<file path="config.mk">
export PLATFORM = sky130hd
export DESIGN_NAME = cpe_ctrl
export DESIGN_NICKNAME = d
export VERILOG_FILES = /design/src/rtl/core/cpe_pkg.sv /design/src/rtl/core/cpe_ctrl.sv
export SDC_FILE = /design/constraint.sdc
export NUM_CORES = 1
export LEC_CHECK = 0
export ABC_CLOCK_PERIOD_IN_PS = 2000
export BUFFER_PORTS_ARGS = -buffer_cell sky130_fd_sc_hd__buf_4
export CAP_MARGIN = 5
export CORE_UTILIZATION = 45
export CTS_CLUSTER_SIZE = 24
export DETAILED_ROUTE_END_ITERATION = 7
export GPL_ROUTABILITY_DRIVEN = 1
export HOLD_SLACK_MARGIN = 0.06
export PLACE_DENSITY = 0.69
export SYNTH_ARGS = -nofsm -noshare
export SYNTH_HDL_FRONTEND = slang
export SYNTH_SLANG_ARGS = --single-unit
</file>
<file path="constraint.sdc">
create_clock -name clock -period 2 [get_ports clock]
set_clock_uncertainty 0.2 [all_clocks]
set_input_delay 0.1 -clock clock [delete_from_list [all_inputs] [get_ports clock]]
set_output_delay 0.1 -clock clock [all_outputs]
set_load 0.01 [all_outputs]
</file>
<file path="src/rtl/core/cpe_pkg.sv">
// Shared widths, register indexes and controller/datapath interface types.
package cpe_pkg;

   localparam int ROW_W         = 6;
   localparam int COL_W         = 7;
   localparam int PAGE_W        = 3;
   localparam int BYTE_W        = 8;
   localparam int CSR_IDX_W     = 2;
   localparam int ROWS_PER_PAGE = 8;

   localparam logic [CSR_IDX_W-1:0] CSR_COLUMN_OFFSET   = 2'd0;
   localparam logic [CSR_IDX_W-1:0] CSR_BRIGHTNESS_STEP = 2'd1;

   localparam logic [COL_W-1:0]  COLUMN_OFFSET_RST   = 7'd30;
   localparam logic [BYTE_W-1:0] BRIGHTNESS_STEP_RST = 8'd51;

   localparam logic KIND_CELL   = 1'b0;
   localparam logic KIND_BRIGHT = 1'b1;

   typedef struct packed {
      logic clear_wr;
      logic latch;
      logic store;
      logic toggle;
      logic rd_new;
      logic rd_old;
      logic load_new;
      logic load_old;
      logic load_brt;
   } cmd_type;

   typedef struct packed {
      logic clear_done;
      logic move;
      logic bright;
      logic changed;
   } status_type;

endpackage

</file>
<file path="src/rtl/core/cpe_ctrl.sv">
// Sequencer for frame clear, store, frame reads and result beats.
module cpe_ctrl
   import cpe_pkg::*;
(
   input  logic       clock,
   input  logic       reset,
   input  logic       req_valid,
   output logic       req_ready,
   output logic       rsp_valid,
   input  logic       rsp_ready,
   input  status_type status,
   output cmd_type    cmd
);

   typedef enum logic [8:0] {
      ST_CLEAR    = 9'b000000001,
      ST_IDLE     = 9'b000000010,
      ST_DISPATCH = 9'b000000100,
      ST_STORE    = 9'b000001000,
      ST_READ_NEW = 9'b000010000,
      ST_LOAD_NEW = 9'b000100000,
      ST_EMIT_NEW = 9'b001000000,
      ST_EMIT_OLD = 9'b010000000,
      ST_EMIT_BRT = 9'b100000000
   } state_type;

   state_type state_ff, state_in;

   always_ff @(posedge clock) begin
      if (reset) begin
         state_ff <= ST_CLEAR;
      end else begin
         state_ff <= state_in;
      end
   end

   always_comb begin
      state_in  = state_ff;
      cmd       = '0;
      req_ready = 1'b0;
      rsp_valid = 1'b0;
      case (state_ff)
         ST_CLEAR: begin
            cmd.clear_wr = 1'b1;
            if (status.clear_done) state_in = ST_IDLE;
         end
         ST_IDLE: begin
            req_ready = 1'b1;
            if (req_valid) begin
               cmd.latch = 1'b1;
               state_in  = ST_DISPATCH;
            end
         end
         ST_DISPATCH: begin
            if (status.move) begin
               state_in = ST_STORE;
            end else begin
               cmd.toggle = 1'b1;
               if (status.bright) begin
                  cmd.load_brt = 1'b1;
                  state_in     = ST_EMIT_BRT;
               end else begin
                  state_in = ST_IDLE;
               end
            end
         end
         ST_STORE: begin
            cmd.store  = 1'b1;
            cmd.toggle = 1'b1;
            state_in   = ST_READ_NEW;
         end
         ST_READ_NEW: begin
            cmd.rd_new = 1'b1;
            state_in   = ST_LOAD_NEW;
         end
         ST_LOAD_NEW: begin
            cmd.load_new = 1'b1;
            cmd.rd_old   = 1'b1;
            state_in     = ST_EMIT_NEW;
         end
         ST_EMIT_NEW: begin
            rsp_valid = 1'b1;
            if (rsp_ready) begin
               if (status.changed) begin
                  cmd.load_old = 1'b1;
                  state_in     = ST_EMIT_OLD;
               end else if (status.bright) begin
                  cmd.load_brt = 1'b1;
                  state_in     = ST_EMIT_BRT;
               end else begin
                  state_in = ST_IDLE;
               end
            end
         end
         ST_EMIT_OLD: begin
            rsp_valid = 1'b1;
            if (rsp_ready) begin
               if (status.bright) begin
                  cmd.load_brt = 1'b1;
                  state_in     = ST_EMIT_BRT;
               end else begin
                  state_in = ST_IDLE;
               end
            end
         end
         ST_EMIT_BRT: begin
            rsp_valid = 1'b1;
            if (rsp_ready) state_in = ST_IDLE;
         end
         default: begin
            state_in = ST_CLEAR;
         end
      endcase
   end

endmodule

</file>
* Yosys cells after proc, flatten, opt, wreduce, memory -nomap -nowiden *
Index checks and enable logic that the tools add are counted.

storage, ports and cells
  flip-flop bits (word level) = 9
  bits in latches = 0
  memory bits (writable) = 0
  ROM bits = 0
  input port bits = 8
  word-level logic and storage cells = 44
  memories = 0

operators by class
  add/subtract/negate cells = 0
  multipliers = 0
  div/mod/pow operators = 0
  order comparisons = 0
  eq/ne operators = 14
  shifts and indexed selects = 0
  mux-type cells = 27
  bitwise gates (word level) = 0
  reductions and logical operators = 2

operators by type and width
  operator                                       count
  one-hot mux 9 bit (9 select lines)             1
  2-to-1 mux 9 bit                               8
  2-to-1 mux 1 bit                               14
  != test 2 bit, second input constant           5
  == test 9 x 1 -> 1 bit, second input constant  1
  == test 9 x 2 -> 1 bit, second input constant  1
  == test 9 x 3 -> 1 bit, second input constant  1
  == test 9 x 4 -> 1 bit, second input constant  1
  == test 9 x 5 -> 1 bit, second input constant  1
  == test 9 x 6 -> 1 bit, second input constant  1
  == test 9 x 7 -> 1 bit, second input constant  1
  == test 9 x 8 -> 1 bit, second input constant  1
  == test 9 bit, second input constant           1
  AND reduction 5 bit                            1
  2-to-1 mux 2 bit                               2
  one-hot mux 1 bit (3 select lines)             1
  OR reduction 3 bit                             1
  one-hot mux 1 bit (2 select lines)             1

* Logic depth before layout (Yosys ltp) *
  depth in word-level cells = 4
  gate-level depth with buffers = 6
  depth with buffers taken out = 5

* Least setup slack after synthesis *
Ideal clock, no wire load.

  kind = register -> output
  from = register state_ff[5]
  to = output cmd[7] in the netlist's numbering
  data arrival time = 1380 ps
  required time = 1700 ps
  slack = 320 ps
  stages on the path, launching flop included = 5
  path buffers = 0
  cells stage by stage = dfxtp_1 nor3_4 nand2_2 nor4b_2 and2_1

RTL lines
  element                 line            text
  start, declared         cpe_ctrl.sv:27  state_type state_ff, state_in;
  start signal, assigned  cpe_ctrl.sv:33  state_ff <= state_in;
  end, declared           cpe_ctrl.sv:12  output cmd_type cmd

==> flow_summary_export.csv <==
group,metric,value,unit
outcome,status,"completed",
timing,relSlewSlack,70.6,%
clock_network,htree_levels,1,
synthesis,synth_nets,101,
synthesis,yosysUniqueCellTypes,39,
clock_network,max-clock-path-buffers,2,
floorplan,ios,19,
timing,drv_slew,0,
worst_setup_path,rr_endpoint,"state_ff[1]",
power_and_ir_drop,power,0.742,mW
clock_network,root_buffer,"clkbuf_4",
power_and_ir_drop,switching_share,38.8,%
synthesis,yosysWarningCount,0,
worst_setup_path,r2r_cells,4,
global_routing,grt.met2_usage,38.2,%
timing,hold_slack,0.0723,ns
power_and_ir_drop,pwr-share-seq,34.0,%
power_and_ir_drop,p_leak,0.451,nW
synthesis,synth_top_area_share,23.8,%
timing,finalHoldViolations,0,
cells_and_area,fin_util,67.4,%
route,num_vias,805,
global_routing,grt_pass1_wl,3220,um
clock_network,cts_sinks,9,
cells_and_area,nFillCells,137,
synthesis,synth_edf_count,0,
synthesis,synth_compound_area_share,20.8,%
route,routed_wire_length_per_instance,15.3,um
power_and_ir_drop,vdd_drop_max,0.457,mV
worst_setup_path,worstSetupEndpointType,"primary output",
synthesis,synthMuxAreaShare,1.32,%
timing,setup_viol,0,
run,cap_violations,0,
timing,rsz0062_at_grt,"true",
synthesis,synthAdderAreaFrac,0,%
floorplan,core_area,1540,um^2
global_routing,top_usage_layer,"met2",
timing,fin_crit_sh,97.3,%
power_and_ir_drop,powerDensity,715,nW/um^2
worst_setup_path,r2r-start,"state_ff[8]",
synthesis,syn_area_per_cell,8.15,um^2
power_and_ir_drop,power_frac_comb,46.2,%
synthesis,yosysMostFrequentCell,"nor2_1",
route,drt-pass1-iter-count,7,
placed_design,pre_cts_ws,0.113,ns
global_routing,overflow,0,
route,drc_errors,0,
timing,worstMarginPinSlew,0.441,ns
cells_and_area,fin_nets,127,
synthesis,yosysSeqAreaShare,23.8,%
floorplan,die_area,1850,um^2
floorplan,fp.dieH,43.1,um
clock_network,cts-buffers-inserted,3,
synthesis,synth_flop_cell,"dfxtp_1",
power_and_ir_drop,clockPowerShare,19.8,%
timing,fmax,0.514,GHz
synthesis,synthTopCellsByArea,"dfxtp_1 24%, xor2_1 5.8%, nor2_1 5.4%",
timing,finalCriticalPeriod,1.95,ns
timing,fin_ws,0.0537,ns
min_path,min_path_cells,5,
cells_and_area,largest_register_ffs,9,
synthesis,synth_top_family_by_area,"simple AND/OR/NAND/NOR gates",
worst_setup_path,cp_max_fo,7,
floorplan,start_util,49.2,%
min_path,whs_endpoint,"state_ff[7]",
global_routing,met3_usage,5.11,%
synthesis,syn_inst,93,
clock_network,tritoncts,"built",
global_routing,grt_max_degree,12,
min_path,min_path_type,"primary input to register",
worst_setup_path,r2r_slack,0.18,ns
cells_and_area,stdcell_count,134,
synthesis,postSynthRegisterBits,9,
route,vias_per_cell,6.01,
cells_and_area,drive_gt1_share,41.5,%
global_routing,grt_use_total,23.3,%
worst_setup_path,cp.required,1.70,ns
route,wirelength,2050,um
power_and_ir_drop,p_int,0.454,mW
power_and_ir_drop,p_sw,0.288,mW
synthesis,yosysTopAreaCell,"dfxtp_1",
synthesis,synthXorXnorAreaFrac,5.78,%
synthesis,synth_simple_gate_area_share,41.6,%
floorplan,die_x,43.1,um
route,ant_nets,0,
cells_and_area,insertedDiodeCount,0,
clock_network,clk_latency,0.26,ns
placed_design,port_buffers,18,
synthesis,synthTopCellsByCount,"11 x nor2_1, 9 x dfxtp_1, 5 x buf_2, 5 x o21ai_0, 5 x xor2_1",
cells_and_area,top_regs,"state_ff (9)",
global_routing,use_met1,31.3,%
global_routing,grt_pass1_vias,713,
placed_design,dp.cells,121,
synthesis,synth-async-reset-ratio,0,%
worst_setup_path,worstSetupPathType,"register to primary output",
min_path,min-delay-start,"rsp_ready",
cells_and_area,syn2layout_area_growth,37.0,%
placed_design,gp_congestion,0.867,
placed_design,hpwl,1410,um
clock_network,cts.reportedPaths.clkPinSlew,0.07,ns
cells_and_area,top_register,"state_ff",
global_routing,antenna_found_initial,0,
floorplan,row_count,14,
route,dr.first_iter.drc_count,54,
worst_setup_path,cp.arrival,1.65,ns
synthesis,syn-cell-area,758,um^2
worst_setup_path,cp-start-kind,"register",
==> through the flow <==
| step | instance area (um^2) | setup TNS (ns) |
|---|---|---|
| after global routing | 1040 | -0.0241 |
| after detailed placement | 888 | 0 |
| after floorplan | 758 | 0 |
| after CTS | 983 | 0 |
| final | 1040 | 0 |
| after global placement | 888 | 0 |
==> cell type report <==
| type | instances | area, um^2 | share of cell area (%) |
|---|---|---|---|
| multi-input combinational | 73 | 563 | 54.2 |
| timing repair buffer | 29 | 228 | 21.9 |
| sequential | 9 | 190 | 18.3 |
| clock buffer | 4 | 26.3 | 2.53 |
| tap | 16 | 20.0 | 1.93 |
| inverter | 3 | 11.3 | 1.08 |
==> power groups by stage <==
stage          clock network (mW)  registers (mW)  logic (mW)
6_report                    0.147           0.252       0.343
4_1_cts                     0.147           0.244       0.324
3_3_place_gp                    0           0.243       0.294
3_5_place_dp                    0           0.244       0.301
2_1_floorplan                   0           0.209       0.245
5_1_grt                     0.157           0.256       0.367
==> cells in the final DEF (no fill, tap or decap), types with 2 or more instances in the layout <==
| cell | netlist | layout |
|---|---|---|
| nor3b_1 | 4 | 4 |
| o21ai_0 | 5 | 4 |
| nor2_1 | 11 | 9 |
| nor2_2 | 0 | 2 |
| dfxtp_1 | 9 | 3 |
| inv_1 | 3 | 3 |
| buf_4 | 1 | 25 |
| clkbuf_4 | 0 | 3 |
| o21ai_1 | 1 | 2 |
| nand3_1 | 3 | 3 |
| nand2b_1 | 2 | 2 |
| nor4_4 | 1 | 2 |
| nor3_1 | 4 | 4 |
| a21oi_1 | 3 | 3 |
| and2_1 | 2 | 2 |
| nand4_1 | 3 | 3 |
| o21a_1 | 3 | 3 |
| or2_1 | 2 | 2 |
| dlygate4sd3_1 | 0 | 4 |
| xor2_1 | 5 | 5 |
| nand2_1 | 3 | 3 |
| dfxtp_2 | 0 | 5 |
==> worst max-delay path by stage <==
| stage | start | endpoint | slack (ns) | depth (start not counted) |
|---|---|---|---|---|
| after floorplan | state_ff[5] | cmd[7] | 0.32 | 4 |
| after global placement | state_ff[6] | state_ff[8] | 0.19 | 5 |
| after detailed placement | state_ff[6] | state_ff[1] | 0.11 | 5 |
| after CTS | state_ff[7] | cmd[7] | 0.02 | 5 |
| after global routing | state_ff[7] | cmd[7] | -0.02 | 5 |
| final | state_ff[5] | cmd[7] | 0.05 | 5 |
==> critical path, cell delays in order, from the launching register on <==
cell     delay [ns]
dfxtp_2        0.38
nor3_4         0.29
nand2_2        0.16
nor4b_4        0.27
and2_1         0.16
buf_4          0.11
==> kinds of logic (layout without fill, tap and decap cells) <==
group / after synthesis / in the layout
DFF: 9 / 9
AOI/OAI and AO/OA: 19 / 19
buffers and inverters: 11 / 36
and+or+nand+nor: 48 / 48
muxes: 1 / 1
xor gates and xnor gates: 5 / 5
==> layer usage <==
layer,part of all wire [%],vias up
met3,6.7,4
met5,0,-
met1,43,377
li1,-,390
met2,50,34
met4,0.78,0
==> repair_timing <==
action,CTS,global route
hold buffers,4,0
resized for setup,6,9
pin swaps,2,4
endpoints found under the setup margin,6,7
hold endpoints to repair,9,0
setup buffers,1,4
(Power assumes the default switching activity.)
